$ cat src/assert_macros.svh
// Assertion macros for the RTL of the integer-to-text block.
// Needs nothing else; taken in by `include where assertions are written.
`ifndef ASSERT_MACROS_SVH
`define ASSERT_MACROS_SVH

// Checked on every rising clock edge outside reset.
`define RITA_ASSERT(lbl, clk, rst_n, prop) \
    lbl: assert property (@(posedge clk) disable iff (!rst_n) prop) \
        else $error("assertion failed");

// Checked on every rising clock edge, reset included.
`define RITA_ASSERT_ALWAYS(lbl, clk, prop) \
    lbl: assert property (@(posedge clk) prop) \
        else $error("assertion failed");

`endif

$ cat src/rita_pkg.sv
// Package for the integer-to-text block: widths, character codes and helpers.
// Used by the channel interfaces and the top level; depends on nothing.
package rita_pkg;

    localparam int VALUE_WIDTH = 32;
    localparam int BIT_W       = $clog2(VALUE_WIDTH);
    localparam int CNT_W       = $clog2(VALUE_WIDTH + 1);
    localparam int RADIX_W     = 6;
    localparam int CHAR_W      = 8;
    localparam int ADDR_W      = 3;
    localparam int DATA_W      = 32;

    localparam logic [0:0] REG_RADIX = 1'b0;

    localparam logic [RADIX_W-1:0] RADIX_MIN      = 6'd2;
    localparam logic [RADIX_W-1:0] RADIX_MAX      = 6'd36;
    localparam logic [RADIX_W-1:0] RADIX_RESET    = 6'd10;
    localparam logic [RADIX_W-1:0] DECIMAL_DIGITS = 6'd10;

    localparam logic [CHAR_W-1:0] CH_MINUS   = 8'h2d;
    localparam logic [CHAR_W-1:0] CH_ZERO    = 8'h30;
    localparam logic [CHAR_W-1:0] CH_LOWER_A = 8'h61;

    typedef logic [RADIX_W-1:0] t_digit;

    function automatic t_digit clamp_radix(input t_digit r);
        if (r < RADIX_MIN) begin
            return RADIX_MIN;
        end
        if (r > RADIX_MAX) begin
            return RADIX_MAX;
        end
        return r;
    endfunction

    function automatic logic [CHAR_W-1:0] digit_to_ascii(input t_digit d);
        logic [CHAR_W-1:0] w;
        w = {{(CHAR_W - RADIX_W){1'b0}}, d};
        if (d >= DECIMAL_DIGITS) begin
            return w - {{(CHAR_W - RADIX_W){1'b0}}, DECIMAL_DIGITS} + CH_LOWER_A;
        end
        return w + CH_ZERO;
    endfunction

endpackage

$ cat src/rita_if.sv
// Valid/ready channel interfaces: value items in, character items out.
// Depends on rita_pkg for the field widths.
interface rita_in_if;
    logic                                    valid;
    logic                                    ready;
    logic signed [rita_pkg::VALUE_WIDTH-1:0] value;

    modport source (output valid, output value, input ready);
    modport sink   (input valid, input value, output ready);
endinterface

interface rita_out_if;
    logic                          valid;
    logic                          ready;
    logic [rita_pkg::CHAR_W-1:0]   character;
    logic                          last;

    modport source (output valid, output character, output last, input ready);
    modport sink   (input valid, input character, input last, output ready);
endinterface

$ cat src/radix_integer_to_ascii.sv
// Top level: signed integer to text in a programmable radix, bit-serial divider.
// Depends on rita_pkg, the channels in rita_if.sv and assert_macros.svh.
//
// Use: write the radix (2..36, reset 10) at address 0 of the APB port while
// idle; its low six bits are kept, 0 or 1 acting as 2 and above 36 as 36.
// Send one signed value per item on i_value_ch. The text comes out on
// o_char_ch one character per item, most significant first, '-' leading a
// negative value, last set on the final one. Digits are split off by a
// restoring divider that shifts the magnitude one bit per cycle; the digits
// wait on a 32-deep shift-register stack until the last one is found.
// A new value is taken as soon as the final character sits in the output
// register, even if it is not yet taken. A stalled receiver only holds the
// character stream; nothing is dropped. Reset (synchronous, active low)
// empties the block and sets radix to 10.
`include "assert_macros.svh"

module radix_integer_to_ascii (
    input  logic                          i_clk,
    input  logic                          i_rst_n,
    rita_in_if.sink                       i_value_ch,
    rita_out_if.source                    o_char_ch,
    input  logic                          psel,
    input  logic                          penable,
    input  logic                          pwrite,
    input  logic [rita_pkg::ADDR_W-1:0]   paddr,
    input  logic [rita_pkg::DATA_W-1:0]   pwdata,
    output logic [rita_pkg::DATA_W-1:0]   prdata,
    output logic                          pready
);

    localparam int VW    = rita_pkg::VALUE_WIDTH;
    localparam int BIT_W = rita_pkg::BIT_W;
    localparam int CNT_W = rita_pkg::CNT_W;
    localparam int RW    = rita_pkg::RADIX_W;
    localparam int CW    = rita_pkg::CHAR_W;

    localparam logic [1:0] S_IDLE = 2'd0;
    localparam logic [1:0] S_DIV  = 2'd1;
    localparam logic [1:0] S_EMIT = 2'd2;

    logic [1:0]              r_state,     n_state;
    rita_pkg::t_digit        r_radix,     n_radix;
    rita_pkg::t_digit        r_radix_eff, n_radix_eff;
    logic [VW-1:0]           r_mag,       n_mag;
    rita_pkg::t_digit        r_rem,       n_rem;
    logic [BIT_W-1:0]        r_bit,       n_bit;
    logic [CNT_W-1:0]        r_count,     n_count;
    logic                    r_neg,       n_neg;
    rita_pkg::t_digit        r_stack [VW];
    rita_pkg::t_digit        n_stack [VW];
    logic                    r_out_valid, n_out_valid;
    logic [CW-1:0]           r_out_char,  n_out_char;
    logic                    r_out_last,  n_out_last;

    logic                    w_in_acc;
    logic                    w_slot;
    logic                    w_cfg_wr;
    logic [RW:0]             w_trial;
    logic [RW:0]             w_diff;
    logic                    w_ge;
    rita_pkg::t_digit        w_rem_next;
    logic [VW-1:0]           w_mag_next;

    assign i_value_ch.ready = (r_state == S_IDLE);
    assign w_in_acc         = i_value_ch.valid && (r_state == S_IDLE);
    assign w_slot           = !r_out_valid || o_char_ch.ready;

    assign o_char_ch.valid     = r_out_valid;
    assign o_char_ch.character = r_out_char;
    assign o_char_ch.last      = r_out_last;

    // APB register file: only the radix
    assign pready   = 1'b1;
    assign w_cfg_wr = psel && penable && pwrite && (paddr[2] == rita_pkg::REG_RADIX);
    assign prdata   = (paddr[2] == rita_pkg::REG_RADIX)
                    ? {{(rita_pkg::DATA_W - RW){1'b0}}, r_radix}
                    : '0;

    // one restoring division step
    assign w_trial    = {r_rem, r_mag[VW-1]};
    assign w_ge       = (w_trial >= {1'b0, r_radix_eff});
    assign w_diff     = w_trial - {1'b0, r_radix_eff};
    assign w_rem_next = w_ge ? w_diff[RW-1:0] : w_trial[RW-1:0];
    assign w_mag_next = {r_mag[VW-2:0], w_ge};

    always_comb begin
        n_state     = r_state;
        n_radix     = w_cfg_wr ? pwdata[RW-1:0] : r_radix;
        n_radix_eff = r_radix_eff;
        n_mag       = r_mag;
        n_rem       = r_rem;
        n_bit       = r_bit;
        n_count     = r_count;
        n_neg       = r_neg;
        n_stack     = r_stack;
        n_out_valid = r_out_valid && !o_char_ch.ready;
        n_out_char  = r_out_char;
        n_out_last  = r_out_last;

        case (r_state)
            S_IDLE: begin
                if (w_in_acc) begin
                    n_neg       = i_value_ch.value[VW-1];
                    n_mag       = i_value_ch.value[VW-1]
                                ? (~i_value_ch.value + 1'b1)
                                : i_value_ch.value;
                    n_radix_eff = rita_pkg::clamp_radix(r_radix);
                    n_rem       = '0;
                    n_bit       = '0;
                    n_count     = '0;
                    n_state     = S_DIV;
                end
            end
            S_DIV: begin
                n_mag = w_mag_next;
                if (r_bit == BIT_W'(VW - 1)) begin
                    n_stack[0] = w_rem_next;
                    for (int k = 1; k < VW; k++) begin
                        n_stack[k] = r_stack[k-1];
                    end
                    n_count = r_count + 1'b1;
                    n_rem   = '0;
                    n_bit   = '0;
                    if (w_mag_next == '0) begin
                        n_state = S_EMIT;
                    end
                end else begin
                    n_rem = w_rem_next;
                    n_bit = r_bit + 1'b1;
                end
            end
            S_EMIT: begin
                if (w_slot) begin
                    n_out_valid = 1'b1;
                    if (r_neg) begin
                        n_out_char = rita_pkg::CH_MINUS;
                        n_out_last = 1'b0;
                        n_neg      = 1'b0;
                    end else begin
                        n_out_char = rita_pkg::digit_to_ascii(r_stack[0]);
                        n_out_last = (r_count == CNT_W'(1));
                        for (int k = 0; k < VW - 1; k++) begin
                            n_stack[k] = r_stack[k+1];
                        end
                        n_count = r_count - 1'b1;
                        if (r_count == CNT_W'(1)) begin
                            n_state = S_IDLE;
                        end
                    end
                end
            end
            default: begin
                n_state = S_IDLE;
            end
        endcase
    end

    always_ff @(posedge i_clk) begin
        if (!i_rst_n) begin
            r_state     <= S_IDLE;
            r_radix     <= rita_pkg::RADIX_RESET;
            r_count     <= '0;
            r_neg       <= 1'b0;
            r_bit       <= '0;
            r_out_valid <= 1'b0;
        end else begin
            r_state     <= n_state;
            r_radix     <= n_radix;
            r_count     <= n_count;
            r_neg       <= n_neg;
            r_bit       <= n_bit;
            r_out_valid <= n_out_valid;
        end
    end

    always_ff @(posedge i_clk) begin
        r_radix_eff <= n_radix_eff;
        r_mag       <= n_mag;
        r_rem       <= n_rem;
        r_stack     <= n_stack;
        r_out_char  <= n_out_char;
        r_out_last  <= n_out_last;
    end

    `RITA_ASSERT(a_idle_clean, i_clk, i_rst_n, (r_state == S_IDLE) |-> (r_count == '0 && !r_neg))
    `RITA_ASSERT(a_start_div, i_clk, i_rst_n, w_in_acc |=> (r_state == S_DIV && r_bit == '0))
    `RITA_ASSERT(a_stack_room, i_clk, i_rst_n, (r_state == S_DIV) |-> (r_count < CNT_W'(VW)))
    `RITA_ASSERT(a_emit_pending, i_clk, i_rst_n, (r_state == S_EMIT) |-> (r_count != '0))

endmodule
$ cat src/flat_wrapper.sv
// flat-port wrapper written by rule: the top's interface ports become plain ports
module radix_integer_to_ascii_flat 
  (i_clk, i_rst_n, psel, penable, pwrite, paddr, pwdata, prdata, pready, i_value_ch_valid, i_value_ch_value, i_value_ch_ready, o_char_ch_valid, o_char_ch_character, o_char_ch_last, o_char_ch_ready);
  rita_in_if i_value_ch_i ();
  rita_out_if o_char_ch_i ();
  input  logic i_clk;
  input  logic i_rst_n;
  input  logic psel;
  input  logic penable;
  input  logic pwrite;
  input  logic [rita_pkg::ADDR_W-1:0] paddr;
  input  logic [rita_pkg::DATA_W-1:0] pwdata;
  output logic [rita_pkg::DATA_W-1:0] prdata;
  output logic pready;
  input wire logic [$bits(i_value_ch_i.valid)-1:0] i_value_ch_valid;
  input wire logic [$bits(i_value_ch_i.value)-1:0] i_value_ch_value;
  output wire logic [$bits(i_value_ch_i.ready)-1:0] i_value_ch_ready;
  output wire logic [$bits(o_char_ch_i.valid)-1:0] o_char_ch_valid;
  output wire logic [$bits(o_char_ch_i.character)-1:0] o_char_ch_character;
  output wire logic [$bits(o_char_ch_i.last)-1:0] o_char_ch_last;
  input wire logic [$bits(o_char_ch_i.ready)-1:0] o_char_ch_ready;
  assign i_value_ch_i.valid = i_value_ch_valid;
  assign i_value_ch_i.value = i_value_ch_value;
  assign i_value_ch_ready = i_value_ch_i.ready;
  assign o_char_ch_valid = o_char_ch_i.valid;
  assign o_char_ch_character = o_char_ch_i.character;
  assign o_char_ch_last = o_char_ch_i.last;
  assign o_char_ch_i.ready = o_char_ch_ready;
  radix_integer_to_ascii u_core (.i_clk(i_clk), .i_rst_n(i_rst_n), .i_value_ch(i_value_ch_i), .o_char_ch(o_char_ch_i), .psel(psel), .penable(penable), .pwrite(pwrite), .paddr(paddr), .pwdata(pwdata), .prdata(prdata), .pready(pready));
endmodule
$ cat config.mk
export PLATFORM = sky130hd
export DESIGN_NAME = radix_integer_to_ascii_flat
export DESIGN_NICKNAME = d
export VERILOG_FILES = /design/src/rita_pkg.sv /design/src/rita_if.sv /design/src/radix_integer_to_ascii.sv /design/src/flat_wrapper.sv
export VERILOG_INCLUDE_DIRS = /design/src /design/src/src
export SDC_FILE = /design/constraint.sdc
export NUM_CORES = 1
export LEC_CHECK = 0
export ABC_CLOCK_PERIOD_IN_PS = 26000
export BUFFER_PORTS_ARGS = -buffer_cell sky130_fd_sc_hd__buf_2
export CORE_ASPECT_RATIO = 0.9
export CORE_MARGIN = 2
export CORE_UTILIZATION = 45
export CTS_BUF_LIST = sky130_fd_sc_hd__clkbuf_4 sky130_fd_sc_hd__clkbuf_8
export CTS_CLUSTER_DIAMETER = 120
export DETAILED_ROUTE_END_ITERATION = 16
export PLACE_DENSITY = 0.69
export SYNTH_ARGS = -nofsm -noshare
export SYNTH_HDL_FRONTEND = slang
export SYNTH_SLANG_ARGS = --single-unit
$ cat constraint.sdc
create_clock -name i_clk -period 26 [get_ports i_clk]
set_input_delay 5.2 -clock i_clk [delete_from_list [all_inputs] [get_ports i_clk]]
set_output_delay 5.2 -clock i_clk [all_outputs]
set_load 0.005 [all_outputs]
Yosys cells after proc, flatten, opt, wreduce, memory -nomap -nowiden
Index checks and enable logic that the tools add are counted.

Register bits after elaboration: 266. Latch bits: 0. Bits in writable memories: 0. Bits in read-only memories: 0. Input port bits: 74. Output and inout port bits: 44. Logic and storage cells: 137. Memories kept: 0.

Add/sub/neg operators: 8. Multiply operators: 0. Div/mod/pow operators: 0. Order comparisons: 4. Equality and inequality tests: 10. Shifts and indexed selects: 0. Multiplexer cells: 48. Bitwise operators: 2. Reduce and logical (&&, ||, !) cells: 22.

Operator list (count): 2-to-1 mux 186 bit (2); case mux 186 bit (2 select lines) (1); 2-to-1 mux 192 bit (1); 2-to-1 mux 6 bit (11); 2-to-1 mux 32 bit (2); case mux 32 bit (2 select lines) (1); adder 32 x 1 -> 32 bit, second input constant (1); zero test 32 bit (1); NOT 32 bit (1); case mux 6 bit (3 select lines) (1); 2-to-1 mux 8 bit (2); 2-to-1 mux 1 bit (15); 2-to-1 mux 2 bit (6); case mux 6 bit (2 select lines) (1); 2-to-1 mux 5 bit (2); inequality test 2 x 1 -> 1 bit, second input constant (5); case mux 5 bit (2 select lines) (1); adder 8 x 7 -> 8 bit, second input constant (1); AND reduction 2 bit (4); adder 6 x 6 -> 7 bit, second input constant (1); greater-or-equal comparator 7 x 6 -> 1 bit (1); subtractor 6 x 4 -> 7 bit, second input constant (1); adder 6 x 1 -> 6 bit, second input constant (1); == test 6 x 1 -> 1 bit, second input constant (1); other kinds (23) (30).

Longest topological paths before layout
Gate-level depths: netlist of the first run.

Depth after elaboration: 9. Depth in mapped cells: 10. Depth with buffers taken out: 9.

Worst setup path after synthesis of the first run
No wires, ideal clock.

Path type: input to register. Start: input o_char_ch_ready. End: register u_core.r_stack[100] (netlist bit), enable pin. Data arrival time: 13.166 ns. Data required time: 25.266 ns. Path slack: 12.099 ns. Stages: 4. Buffers on the path: 0. Path through: nor2b_1 nor3_1 a21oi_1 nor2_1.

Word-level cells in the longest chain between the ends: 3.

Ends and longest elaborated chain: from (decl) (line flat_wrapper.sv:21) `input wire logic [$bits(o_char_ch_i.ready)-1:0] o_char_ch_ready;`; logical OR 1 bit (line radix_integer_to_ascii.sv:66) `assign w_slot = !r_out_valid || o_char_ch.ready;`; inequality test 2 x 1 -> 1 bit (no line); AND reduction 4 bit (no line); to (signal assigned) (line radix_integer_to_ascii.sv:180) `r_stack <= n_stack;`; to (decl) (line radix_integer_to_ascii.sv:49) `rita_pkg::t_digit r_stack [VW];`.

Every way passes these cells. A chain may end at the register's enable or synchronous reset.

Final worst setup path of the first run
Start: input paddr[2] (netlist bit). End: output prdata[4] (netlist bit).

Word-level cells in the longest chain between the ends: 1.

Ends and longest elaborated chain: from (decl) (line flat_wrapper.sv:11) `input logic [rita_pkg::ADDR_W-1:0] paddr;`; 2-to-1 mux 6 bit (line radix_integer_to_ascii.sv:76) `? {{(rita_pkg::DATA_W - RW){1'b0}}, r_radix}`; to (decl) (line flat_wrapper.sv:13) `output logic [rita_pkg::DATA_W-1:0] prdata;`.

Every way passes these cells.

==> results of run 1 <==
[report_power, final]
part           switching (W)  internal, W  total, W  leakage, nW
combinational       0.000151    0.0000636  0.000215         2.03
sequential         0.0000606     0.000617  0.000677         2.51
clock               0.000170     0.000193  0.000363        0.460
total               0.000382     0.000873   0.00126         5.00
[path summary, 6_finish.rpt]
path                                      from                       endpoint  slack, ns
hold / removal     u_core.r_stack[8]$_DFFE_PP_    u_core.r_stack[2]$_DFFE_PP_       0.47
setup reg to reg  u_core.r_bit[0]$_SDFFE_PN0P_  u_core.r_stack[128]$_DFFE_PP_      22.60
setup / recovery                      paddr[2]                      prdata[4]      15.23
hold reg to reg    u_core.r_stack[8]$_DFFE_PP_    u_core.r_stack[2]$_DFFE_PP_       0.47
[cell type report]
cell class / instances / area share, %
flip-flops and latches: 266 / 55.7
multi-input cells: 618 / 31.5
clock buffers: 57 / 5.13
well taps: 360 / 3.23
repair buffers: 69 / 2.69
clock inverters: 23 / 1.08
inverters: 23 / 0.619
[placed cells by master (no fill, tap or decap), types with 3 or more instances in the layout]
master / instances
edfxtp_1: 245
a22o_1: 175
nand2_1: 76
buf_2: 62
o21ai_0: 60
clkbuf_8: 46
conb_1: 27
xor2_1: 26
nor2b_1: 22
inv_1: 21
dfxtp_1: 21
ha_1: 20
nor2_1: 17
a21oi_1: 15
mux2i_1: 14
nor3_1: 14
xnor2_1: 13
clkinv_1: 12
o31ai_1: 11
clkbuf_4: 11
nand3_1: 10
nor4_1: 9
and2_1: 8
clkinv_2: 8
or3_1: 7
o41ai_1: 7
a21boi_0: 7
and3_1: 6
or4_1: 6
buf_4: 6
nand2b_1: 5
o21a_1: 5
nand4_1: 5
a21o_1: 3
o211ai_1: 3
mux2_2: 3
[per-layer routing]
| layer | vias to the layer above | GRT usage (%) |
|---|---|---|
| met3 | 33 | 3.24 |
| met1 | 3912 | 24.1 |
| li1 | 3869 | - |
| met4 | 0 | 4.55 |
| met5 | - | 0 |
| met2 | 190 | 21.9 |
[flip-flops by register name, indices dropped and copies added (netlist names)]
signal and flops:
u_core.o_char_ch.last 1, u_core.r_stack 192, u_core.r_radix 6, u_core.r_count 6, u_core.r_bit 5, u_core.r_state 2, u_core.r_mag 32, u_core.r_neg 1
u_core.o_char_ch.valid 1, u_core.o_char_ch.character 8, u_core.r_rem 6, u_core.r_radix_eff 6
[logic make-up after synthesis]
kind of cell | share of synthesized area [%]
flip-flops | 61.8
AND/OR/NAND/NOR | 8.05
multiplexers | 1.50
XOR/XNOR | 2.71
other | 0.0597
buffers and inverters | 4.22
AO/OA/AOI/OAI | 19.3
adder cells (fa/ha/maj) | 2.35
[worst reg2reg max path, cell delays in order (launching register included)]
cell	delay, ns
dfxtp_1	0.40
ha_1	0.22
and3_1	0.18
ha_1	0.42
nor2b_4	0.22
buf_4	0.57
buf_4	0.92
a22o_1	0.32
[through the flow]
stage / util [%] / instance area [sq um]
final: 50.3 / 14000
after global routing: 50.3 / 14000
after CTS: 50.3 / 14000
after detailed placement: 47.2 / 13100
after global placement: 47.2 / 13100
after floorplan: - / 12700
==> summary.md, run 1 <==
| Metric | Value |
|---|---|
| Status | finished clean |
| Number of flops mapped to enable cells by yosys | ~250 |
| FF+latch count, synth | roughly 270 |
| 1st-pass router iterations | 5 |
| Starting density of the core | between 40 and 50% |
| Metal-1 WL | approximately 12000 microns |
| Hold Path Stages | 0 |
| Syn Inst Count | between 900 and 1000 |
| Yosys top cell area share | between 50% and 60% |
| Total setup buffers inserted after CTS | 0 |
| Nets | roughly 1100 |
| Most common cell in the netlist | edfxtp_1 |
| RSZ-0062 raised after global routing | false |
| Pwr Density | roughly 90 nW/um^2 |
| FF/Latch Area | 7780 sq um |
| Overall Power | approximately 0.0013 W |
| Yosys warnings | 0 |
| Worst setup SP type | input pin |
| Final antenna-violating net count | 0 |
| Vias | roughly 8000 |
| Final hold vios | 0 |
| Clk buf depth | 3 |
| Data required, critical path | around 21 ns |
| Largest net degree at the start of global routing | ~190 |
| Max FO, Critical Path | 7 |
| Rel. slew slack | around a quarter |
| Final worst path period share | between 40% and 50% |
| Area taken by multi-input logic gates | about 4400 sq um |
| # fillers | approximately 2400 |
| Unique masters post-synth | between 60 and 70 |
| CP most frequent cell | buf_2 |
| Worst r2r path cells | 7 |
| Final setup TNS | 0 ns |
| First-pass GRT wire length | around 38000 microns |
| CP Buf/Inv Count | 2 |
| Place WS | roughly 15 ns |
| Drt wl/cell | 16.5 microns |
| Clock slew at reported path FFs | 0.06 ns |
| Worst-Margin Slew | 1.12 ns |
| Synth area leaders | edfxtp_1 (58%), a22o_1 (12%), dfxtp_1 (3.3%) |
| Cell taking the most area after synthesis | edfxtp_1 |
| Setup violations, final | 0 |
| Sequential area share after synthesis | between 60% and 70% |
| Number of vias per cell | approximately 5.7 |
| Critical path's largest stage delay | roughly 0.14 ns |
| MaxCap Viol Count | 0 |
| Fin crit period | 10.77 ns |
| Final hold slack | 0.466 ns |
| Worst hold path type | register to register |
| Post_cts resized | 0 |
| DR top layer | met4 |
| Fin worst setup slack | approximately 15 ns |
| Area of the core | approximately 28000 sq um |
| Worst path cell trace | buf_2 > nor2b_1 > buf_2 |
| Die H | roughly 160 microns |
| Die area | 29300 sq um |
| Post-synth top flop | edfxtp_1 |
| # rows | 58 |
| Placer Congestion | roughly 0.84 |
| Die Span X | approximately 180 microns |
| Placed cell count | about 1300 |
| Fmax | between 0.09 and 0.1 GHz |
| Layout Skew | approximately 0.026 ns |
| CP Class | input pin to output port |
| Share of cells above drive strength 1 | around 15% |
| Critical-path top delay cell | buf_2 |
| CTS root buffer | clkbuf_8 |
| Worst vdd ir | around 0.000078 V |
| Hold buffers post-CTS | 0 |
| Total GRT Usage | 15.6% |
| Routed WL | about 23000 microns |
| # port buffers | between 60 and 70 |
| Netlist Area Pre-Place | 12600 sq um |
| DRC violation count after routing | 0 |
| Final Max Tran Viols | 0 |
| Routed met3 length | 1190 microns |
| Vias in the first global route | between 7000 and 8000 |
| CTS tree | built |
| Asr flop ratio synth | 0% |
| DRT iter0 DRCs | roughly 760 |
| Antenna cells | 0 |
| I/O pins | between 100 and 150 |
| Area Overhead vs Synth | 10.9% |
| Setup crit end kind | output port |
| Clk sinks | around 270 |
| Detailed placement HPWL | between 10000 and 15000 microns |
| H-tree depth | 2 |
| Most frequent cells after synthesis | edfxtp_1 (245), a22o_1 (175), nand2_1 (76) |
| Critical Path Stages | 3 |
| Antenna violations before repair | 0 |
| Met2 wire length | between 9000 and 10000 microns |
| Non-filler cells, final | roughly 1400 |
| Worst skew pair latency | approximately 0.56 ns |
| Synth Area per Inst | around 13 sq um |
| Family with the most delay on the worst path | buffers and inverters |
| Leakage | approximately 5 nW |
| Global route total overflow | 0 |
| CTS buffer count | between 40 and 50 |
| Arrival time at the worst endpoint | roughly 5.6 ns |
Note: power is estimated with default switching activity, not from simulation.
==> run 2, diff against run 1 <==
--- a/config.mk
+++ b/config.mk
@@ -6,7 +6,7 @@
 export SDC_FILE = /design/constraint.sdc
 export NUM_CORES = 1
 export LEC_CHECK = 0
-export ABC_CLOCK_PERIOD_IN_PS = 26000
+export ABC_CLOCK_PERIOD_IN_PS = 11200
 export BUFFER_PORTS_ARGS = -buffer_cell sky130_fd_sc_hd__buf_2
 export CORE_ASPECT_RATIO = 0.9
 export CORE_MARGIN = 2
==> constraint.sdc (replaced) <==
create_clock -name i_clk -period 11.2 [get_ports i_clk]
set_input_delay 2.24 -clock i_clk [delete_from_list [all_inputs] [get_ports i_clk]]
set_output_delay 2.24 -clock i_clk [all_outputs]
set_load 0.005 [all_outputs]
==> run 2 against run 1 <==
Net effect: sequential power increased by 130%; sequential cell count stayed put; register-to-register slack got worse by 15 ns; non-clock buffer count grew 1; highest routed layer unchanged; global-route usage is 0.16 points higher; first-iteration DRC count is 4.6% higher; combinational power grew 130%; largest cell class unchanged; core utilization hardly changed; worst setup slack got worse by 8.9 ns; count of clock-buffer cells in the layout rose by 3; total power up 130%; clock skew increased by 0.0018 ns.
==> summary.md, run 2 (same netlist as run 1, synthesis figures left out) <==
| Metric | Value |
|---|---|
| Final setup TNS | 0 ns (unchanged) |
| Post_cts resized | 0 (unchanged) |
| First-pass GRT wire length | 38500 microns (+1.1%) |
| Detailed placement HPWL | 14000 microns (+0.94%) |
| Worst path cell trace | buf_2 > nor2b_1 > buf_2 |
| Final worst path period share | 43.3% |
| Number of vias per cell | 5.65 (about the same) |
| Layout Skew | 0.0278 ns (+0.00182 ns) |
| Hold buffers post-CTS | 0 (unchanged) |
| DRT iter0 DRCs | 790 (+4.6%) |
| Place WS | 6.32 ns (-8.91 ns) |
| Worst hold path type | register to register |
| Arrival time at the worst endpoint | 2.61 ns (-2.96 ns) |
| CP most frequent cell | buf_2 |
| CP Class | input pin to output port |
| MaxCap Viol Count | 0 (unchanged) |
| Max FO, Critical Path | 7 (unchanged) |
| Placer Congestion | 0.879 (+4.8%) |
| Most frequent cells in the layout | edfxtp_1 (245), a22o_1 (175), nand2_1 (76), buf_2 (62), o21ai_0 (60) |
| Biggest register | u_core.r_stack |
| Clk buf depth | 3 (unchanged) |
| Fmax | a little over 0.2 GHz |
| # fillers | 2429 (+0.79%) |
| Placed cell count | 1337 (+0.075%) |
| Vias | 8009 (+0.062%) |
| Area of the core | 27700 sq um (unchanged) |
| Routed met3 length | 1220 microns (+2.6%) |
| Vias in the first global route | 7516 (+0.83%) |
| I/O pins | 118 (unchanged) |
| Antenna violations before repair | 0 (unchanged) |
| Die Span X | 180 microns (unchanged) |
| H-tree depth | 2 (unchanged) |
| Setup crit end kind | output port |
| Area post-placement | 13100 sq um (about the same) |
| Critical path's largest stage delay | 0.13 ns (about the same) |
| Die area | 29300 sq um (unchanged) |
| DR top layer | met4 |
| Met2 wire length | 9780 microns (-0.98%) |
| Worst vdd ir | 0.000107 V (+37%) |
| Fin area | 13900 sq um (about the same) |
| Fin crit period | 4.85 ns |
| Total setup buffers inserted after CTS | 0 (unchanged) |
| Final antenna-violating net count | 0 (unchanged) |
| CTS tree | built |
| Share of cells above drive strength 1 | 15.0% (+0.27 points) |
| Max FFs per register | 192 (unchanged) |
| RSZ-0062 raised after global routing | false |
| Metal-1 WL | 12100 microns (+0.39%) |
| Total GRT Usage | 15.7% (+0.16 points) |
| Commonest non-fill, non-tap cell in the layout | edfxtp_1 |
| Setup violations, final | 0 (unchanged) |
| Worst-Margin Slew | 1.17 ns (+0.0564 ns) |
| Fin worst setup slack | 6.35 ns (-8.88 ns) |
| Nets | 1119 (unchanged) |
| Rel. slew slack | 21.8% (-2.6 points) |
| Routed WL | 23500 microns (+0.22%) |
| Worst setup SP type | input pin |
| CTS buffer count | 43 (-2.3%) |
| Clock slew at reported path FFs | 0.06 ns (about the same) |
| Area Overhead vs Synth | 10.8% (about the same) |
| Clk sinks | 266 (unchanged) |
| # port buffers | 62 (unchanged) |
| Non-filler cells, final | 1417 (+0.071%) |
| CTS root buffer | clkbuf_8 |
| Leakage | 5.01 nW (about the same) |
| Status | finished clean |
| Final hold vios | 0 (unchanged) |
| # rows | 58 (unchanged) |
| Starting density of the core | 45.4% (unchanged) |
| Data required, critical path | 8.96 ns (-11.84 ns) |
| Final Max Tran Viols | 0 (unchanged) |
| Pwr Density | 208 nW/um^2 (+130%) |
| Critical-path top delay cell | buf_2 |
| Antenna cells | 0 (unchanged) |
| Die H | 163 microns (unchanged) |
| Global route total overflow | 0 (unchanged) |
| DRC violation count after routing | 0 (unchanged) |
| Drt wl/cell | 16.6 microns (+0.15%) |
| 1st-pass router iterations | 5 (unchanged) |
| Largest net degree at the start of global routing | 119 (-36%) |
| Worst skew pair latency | 0.54 ns (-0.02 ns) |
-- run 2: layer usage --
metal | up-vias | track usage (%)
met5 | - | 0
met4 | 0 | 4.51
met3 | 39 | 2.91
met2 | 209 | 22.4
met1 | 3908 | 24.4
li1 | 3853 | -
-- run 2: final cells by class --
cell class / instances / area [sq um] / area share (%)
flip-flops and latches: 266 / 7780 / 55.8
multi-input cells: 618 / 4400 / 31.5
clock buffers: 60 / 732 / 5.25
well taps: 360 / 450 / 3.23
repair buffers: 70 / 370 / 2.66
clock inverters: 20 / 133 / 0.951
inverters: 23 / 86.3 / 0.619
-- run 2: power by group --
part | total [W] | internal [W] | switching, W
Sequential | 0.00157 | 0.00143 | 0.000140
Clock | 0.000832 | 0.000451 | 0.000381
Combinational | 0.000497 | 0.000144 | 0.000353
-- run 2: path summary, 6_finish.rpt --
| check | startpoint | endpoint | slack (ns) | cells past startpoint |
|---|---|---|---|---|
| hold reg to reg | u_core.r_stack[8]$_DFFE_PP_ | u_core.r_stack[2]$_DFFE_PP_ | 0.46 | 0 |
| setup reg to reg | u_core.r_bit[0]$_SDFFE_PN0P_ | u_core.r_stack[74]$_DFFE_PP_ | 7.57 | 6 |
| hold / removal | u_core.r_stack[8]$_DFFE_PP_ | u_core.r_stack[2]$_DFFE_PP_ | 0.46 | 0 |
| setup / recovery | paddr[2] | prdata[4] | 6.35 | 3 |
-- run 2: critical path, delay by kind of cell --
family        cells  cell delay, ns
buf+inv           2            0.25
simple gates      1            0.12
-- run 2: per-stage QoR --
step / utilization, % / power (W) / hold slack [ns]
after floorplan: - / 0.00198 / 0.428
after global placement: 47.2 / 0.00207 / 0.433
after detailed placement: 47.2 / 0.00208 / 0.438
after CTS: 50.3 / 0.00293 / 0.465
after global routing: 50.3 / 0.00307 / 0.483
final: 50.3 / 0.00290 / 0.462
==> run 3, diff against run 2 <==
--- a/config.mk
+++ b/config.mk
@@ -6,7 +6,7 @@
 export SDC_FILE = /design/constraint.sdc
 export NUM_CORES = 1
 export LEC_CHECK = 0
-export ABC_CLOCK_PERIOD_IN_PS = 11200
+export ABC_CLOCK_PERIOD_IN_PS = 4400
 export BUFFER_PORTS_ARGS = -buffer_cell sky130_fd_sc_hd__buf_2
 export CORE_ASPECT_RATIO = 0.9
 export CORE_MARGIN = 2
@@ -14,7 +14,7 @@
 export CTS_BUF_LIST = sky130_fd_sc_hd__clkbuf_4 sky130_fd_sc_hd__clkbuf_8
 export CTS_CLUSTER_DIAMETER = 120
 export DETAILED_ROUTE_END_ITERATION = 16
-export PLACE_DENSITY = 0.69
+export PLACE_DENSITY = 0.72
 export SYNTH_ARGS = -nofsm -noshare
 export SYNTH_HDL_FRONTEND = slang
 export SYNTH_SLANG_ARGS = --single-unit
==> constraint.sdc (replaced) <==
create_clock -name i_clk -period 4.4 [get_ports i_clk]
set_input_delay 0.88 -clock i_clk [delete_from_list [all_inputs] [get_ports i_clk]]
set_output_delay 0.88 -clock i_clk [all_outputs]
set_load 0.005 [all_outputs]
==> run 3 against run 2 <==
Net effect: final cell count up 0.35%; worst setup slack worse by 4.9 ns; combinational power rose to 2.6 times the previous value; core utilization up 0.51 points; register-to-register slack worse by 6.2 ns; via count down 0.40%; sequential cell count unchanged; non-clock buffer count up 4; die area unchanged; first-iteration DRC count up 1.9%.
==> summary.md, run 3 (same netlist as run 1, synthesis figures left out) <==
| Metric | Value |
|---|---|
| Status | finished clean |
| Die Span X | 180 microns (unchanged) |
| Most frequent cells in the layout | edfxtp_1 (245), a22o_1 (175), nand2_1 (76), buf_2 (62), o21ai_0 (60) |
| Sequential fraction of design power | 52.8% (-1.4 points) |
| Final hold vios | 0 (unchanged) |
| Clock slew at reported path FFs | 0.06 ns (about the same) |
| CTS root buffer | clkbuf_8 |
| Leakage | 5.07 nW (+1.2%) |
| Area of the core | 27700 sq um (unchanged) |
| NetSw | 0.00224 W (+160%) |
| Number of vias per cell | 5.61 (-0.75%) |
| DRT iter0 DRCs | 805 (+1.9%) |
| First-pass GRT wire length | 38900 microns (+0.86%) |
| Hold buffers post-CTS | 0 (unchanged) |
| # fillers | 2396 (-1.4%) |
| Setup violations, final | 0 (unchanged) |
| Total GRT Usage | 15.8% (+0.088 points) |
| Largest net degree at the start of global routing | 102 (-14%) |
| Fmax | approximately 0.33 GHz |
| Total setup buffers inserted after CTS | 0 (unchanged) |
| Rel. slew slack | 19.3% (-2.4 points) |
| Worst hold path type | register to register |
| MaxCap Viol Count | 0 (unchanged) |
| Power Internal | 0.00532 W (+160%) |
| Worst setup SP type | register |
| Biggest register | u_core.r_stack |
| Overall Power | 0.00756 W (+160%) |
| H-tree depth | 2 (unchanged) |
| Area taken by multi-input logic gates | 4400 sq um (unchanged) |
| Die area | 29300 sq um (unchanged) |
| Vias | 7977 (-0.40%) |
| Clk sinks | 266 (unchanged) |
| CTS buffer count | 44 (+2.3%) |
| Fin crit period | roughly 3.0 ns |
| Setup crit end kind | register |
| Antenna violations before repair | 0 (unchanged) |
| CTS tree | built |
| Final worst path period share | approximately two thirds |
| Max FO, Critical Path | 64 (+57) |
| Final Max Tran Viols | 0 (unchanged) |
| Global route total overflow | 0 (unchanged) |
| Detailed placement HPWL | 14500 microns (+4.1%) |
| CP Class | register to register |
| Data required, critical path | 4.78 ns (-4.18 ns) |
| Die H | 163 microns (unchanged) |
| Area Overhead vs Synth | 12.0% |
| Layout Skew | 0.0339 ns (+0.00614 ns) |
| Max FFs per register | 192 (unchanged) |
| Worst-Margin Slew | 1.21 ns (+0.0339 ns) |
| Drt wl/cell | 16.6 microns (+0.13%) |
| Clk buf depth | 3 (unchanged) |
| I/O pins | 118 (unchanged) |
| Nets | 1124 (+0.45%) |
| Arrival time at the worst endpoint | 3.38 ns (+0.77 ns) |
| Clk pwr share | 29.9% (+1.2 points) |
| # port buffers | 62 (unchanged) |
| Vias in the first global route | 7599 (+1.1%) |
| Routed WL | 23600 microns (+0.49%) |
| Pwr Density | 537 nW/um^2 (+160%) |
| Commonest non-fill, non-tap cell in the layout | edfxtp_1 |
| Worst skew pair latency | 0.55 ns (about the same) |
| Net Sw Frac | 29.7% (-0.47 points) |
| # rows | 58 (unchanged) |
| Post_cts resized | 0 (unchanged) |
| Starting density of the core | 45.4% (unchanged) |
| RSZ-0062 raised after global routing | false |
| FF/Latch Area | 7780 sq um (unchanged) |
| DRC violation count after routing | 0 (unchanged) |
| 1st-pass router iterations | 5 (unchanged) |
| Antenna cells | 0 (unchanged) |
| Share of cells above drive strength 1 | 15.4% (+0.40 points) |
| Final setup TNS | 0 ns (unchanged) |
| Final antenna-violating net count | 0 (unchanged) |
| Worst vdd ir | 0.000287 V (+170%) |
| Combinational fraction of design power | 17.3% (+0.2 points) |
| Placer Congestion | 0.836 (-4.8%) |
run 3: cell count changes in the layout (fill, tap and decap cells not counted):
cell	previous run	this run
clkbuf_4	15	14
buf_12	0	4
bufinv_16	1	3
clkbuf_8	45	46
clkinv_2	8	7
run 3: metrics by stage:
| step | util [%] | std cells | setup WS, ns | area [sq um] | hold WS, ns |
|---|---|---|---|---|---|
| after floorplan | - | 998 | 0.0162 | 12700 | 0.428 |
| after global placement | 47.5 | 1341 | 1.22 | 13200 | 0.433 |
| after detailed placement | 47.5 | 1341 | 1.20 | 13200 | 0.445 |
| after CTS | 50.8 | 1422 | 1.42 | 14100 | 0.455 |
| after global routing | 50.8 | 1422 | 1.20 | 14100 | 0.474 |
| final | 50.8 | 1422 | 1.40 | 14100 | 0.459 |
run 3: critical path, stage by stage, from the launching register on:
cell,delay [ns]
dfxtp_1,0.39
ha_1,0.22
and3_1,0.18
ha_1,0.41
nor2b_4,1.04
buf_12,0.35
a22o_1,0.19
run 3: path summary, 6_finish.rpt:
path | depth (start not counted) | startpoint | endpoint | slack (ns)
min | 0 | u_core.r_stack[10]$_DFFE_PP_ | u_core.r_stack[4]$_DFFE_PP_ | 0.46
max reg2reg | 6 | u_core.r_bit[1]$_SDFFE_PN0P_ | u_core.r_stack[148]$_DFFE_PP_ | 1.40
min reg2reg | 0 | u_core.r_stack[10]$_DFFE_PP_ | u_core.r_stack[4]$_DFFE_PP_ | 0.46
max | 6 | u_core.r_bit[1]$_SDFFE_PN0P_ | u_core.r_stack[148]$_DFFE_PP_ | 1.40
run 3: final cells by class:
type | instances | area share (%)
clock buffer | 60 | 5.24
clock inverter | 21 | 1.33
inverter | 23 | 0.613
multi-input combinational | 618 | 31.2
sequential | 266 | 55.2
tap | 360 | 3.20
timing repair buffer | 74 | 3.20
run 3: layer usage:
layer | up-vias | GRT usage [%] | wire length, microns
met3 | 20 | 3.02 | 1130
met4 | 0 | 3.74 | 216
met2 | 205 | 23.3 | 10300
li1 | 3861 | - | -
met5 | - | 0 | 0
met1 | 3891 | 24.2 | 11900
run 3: power by group through the flow:
stage,Sequential (W),Clock (W),Combinational [W]
after CTS,0.00399,0.00232,0.00132
final,0.00399,0.00226,0.00131
after floorplan,0.00395,0,0.000966
after global placement,0.00401,0,0.00129
after global routing,0.00406,0.00243,0.00147
after detailed placement,0.00403,0,0.00132
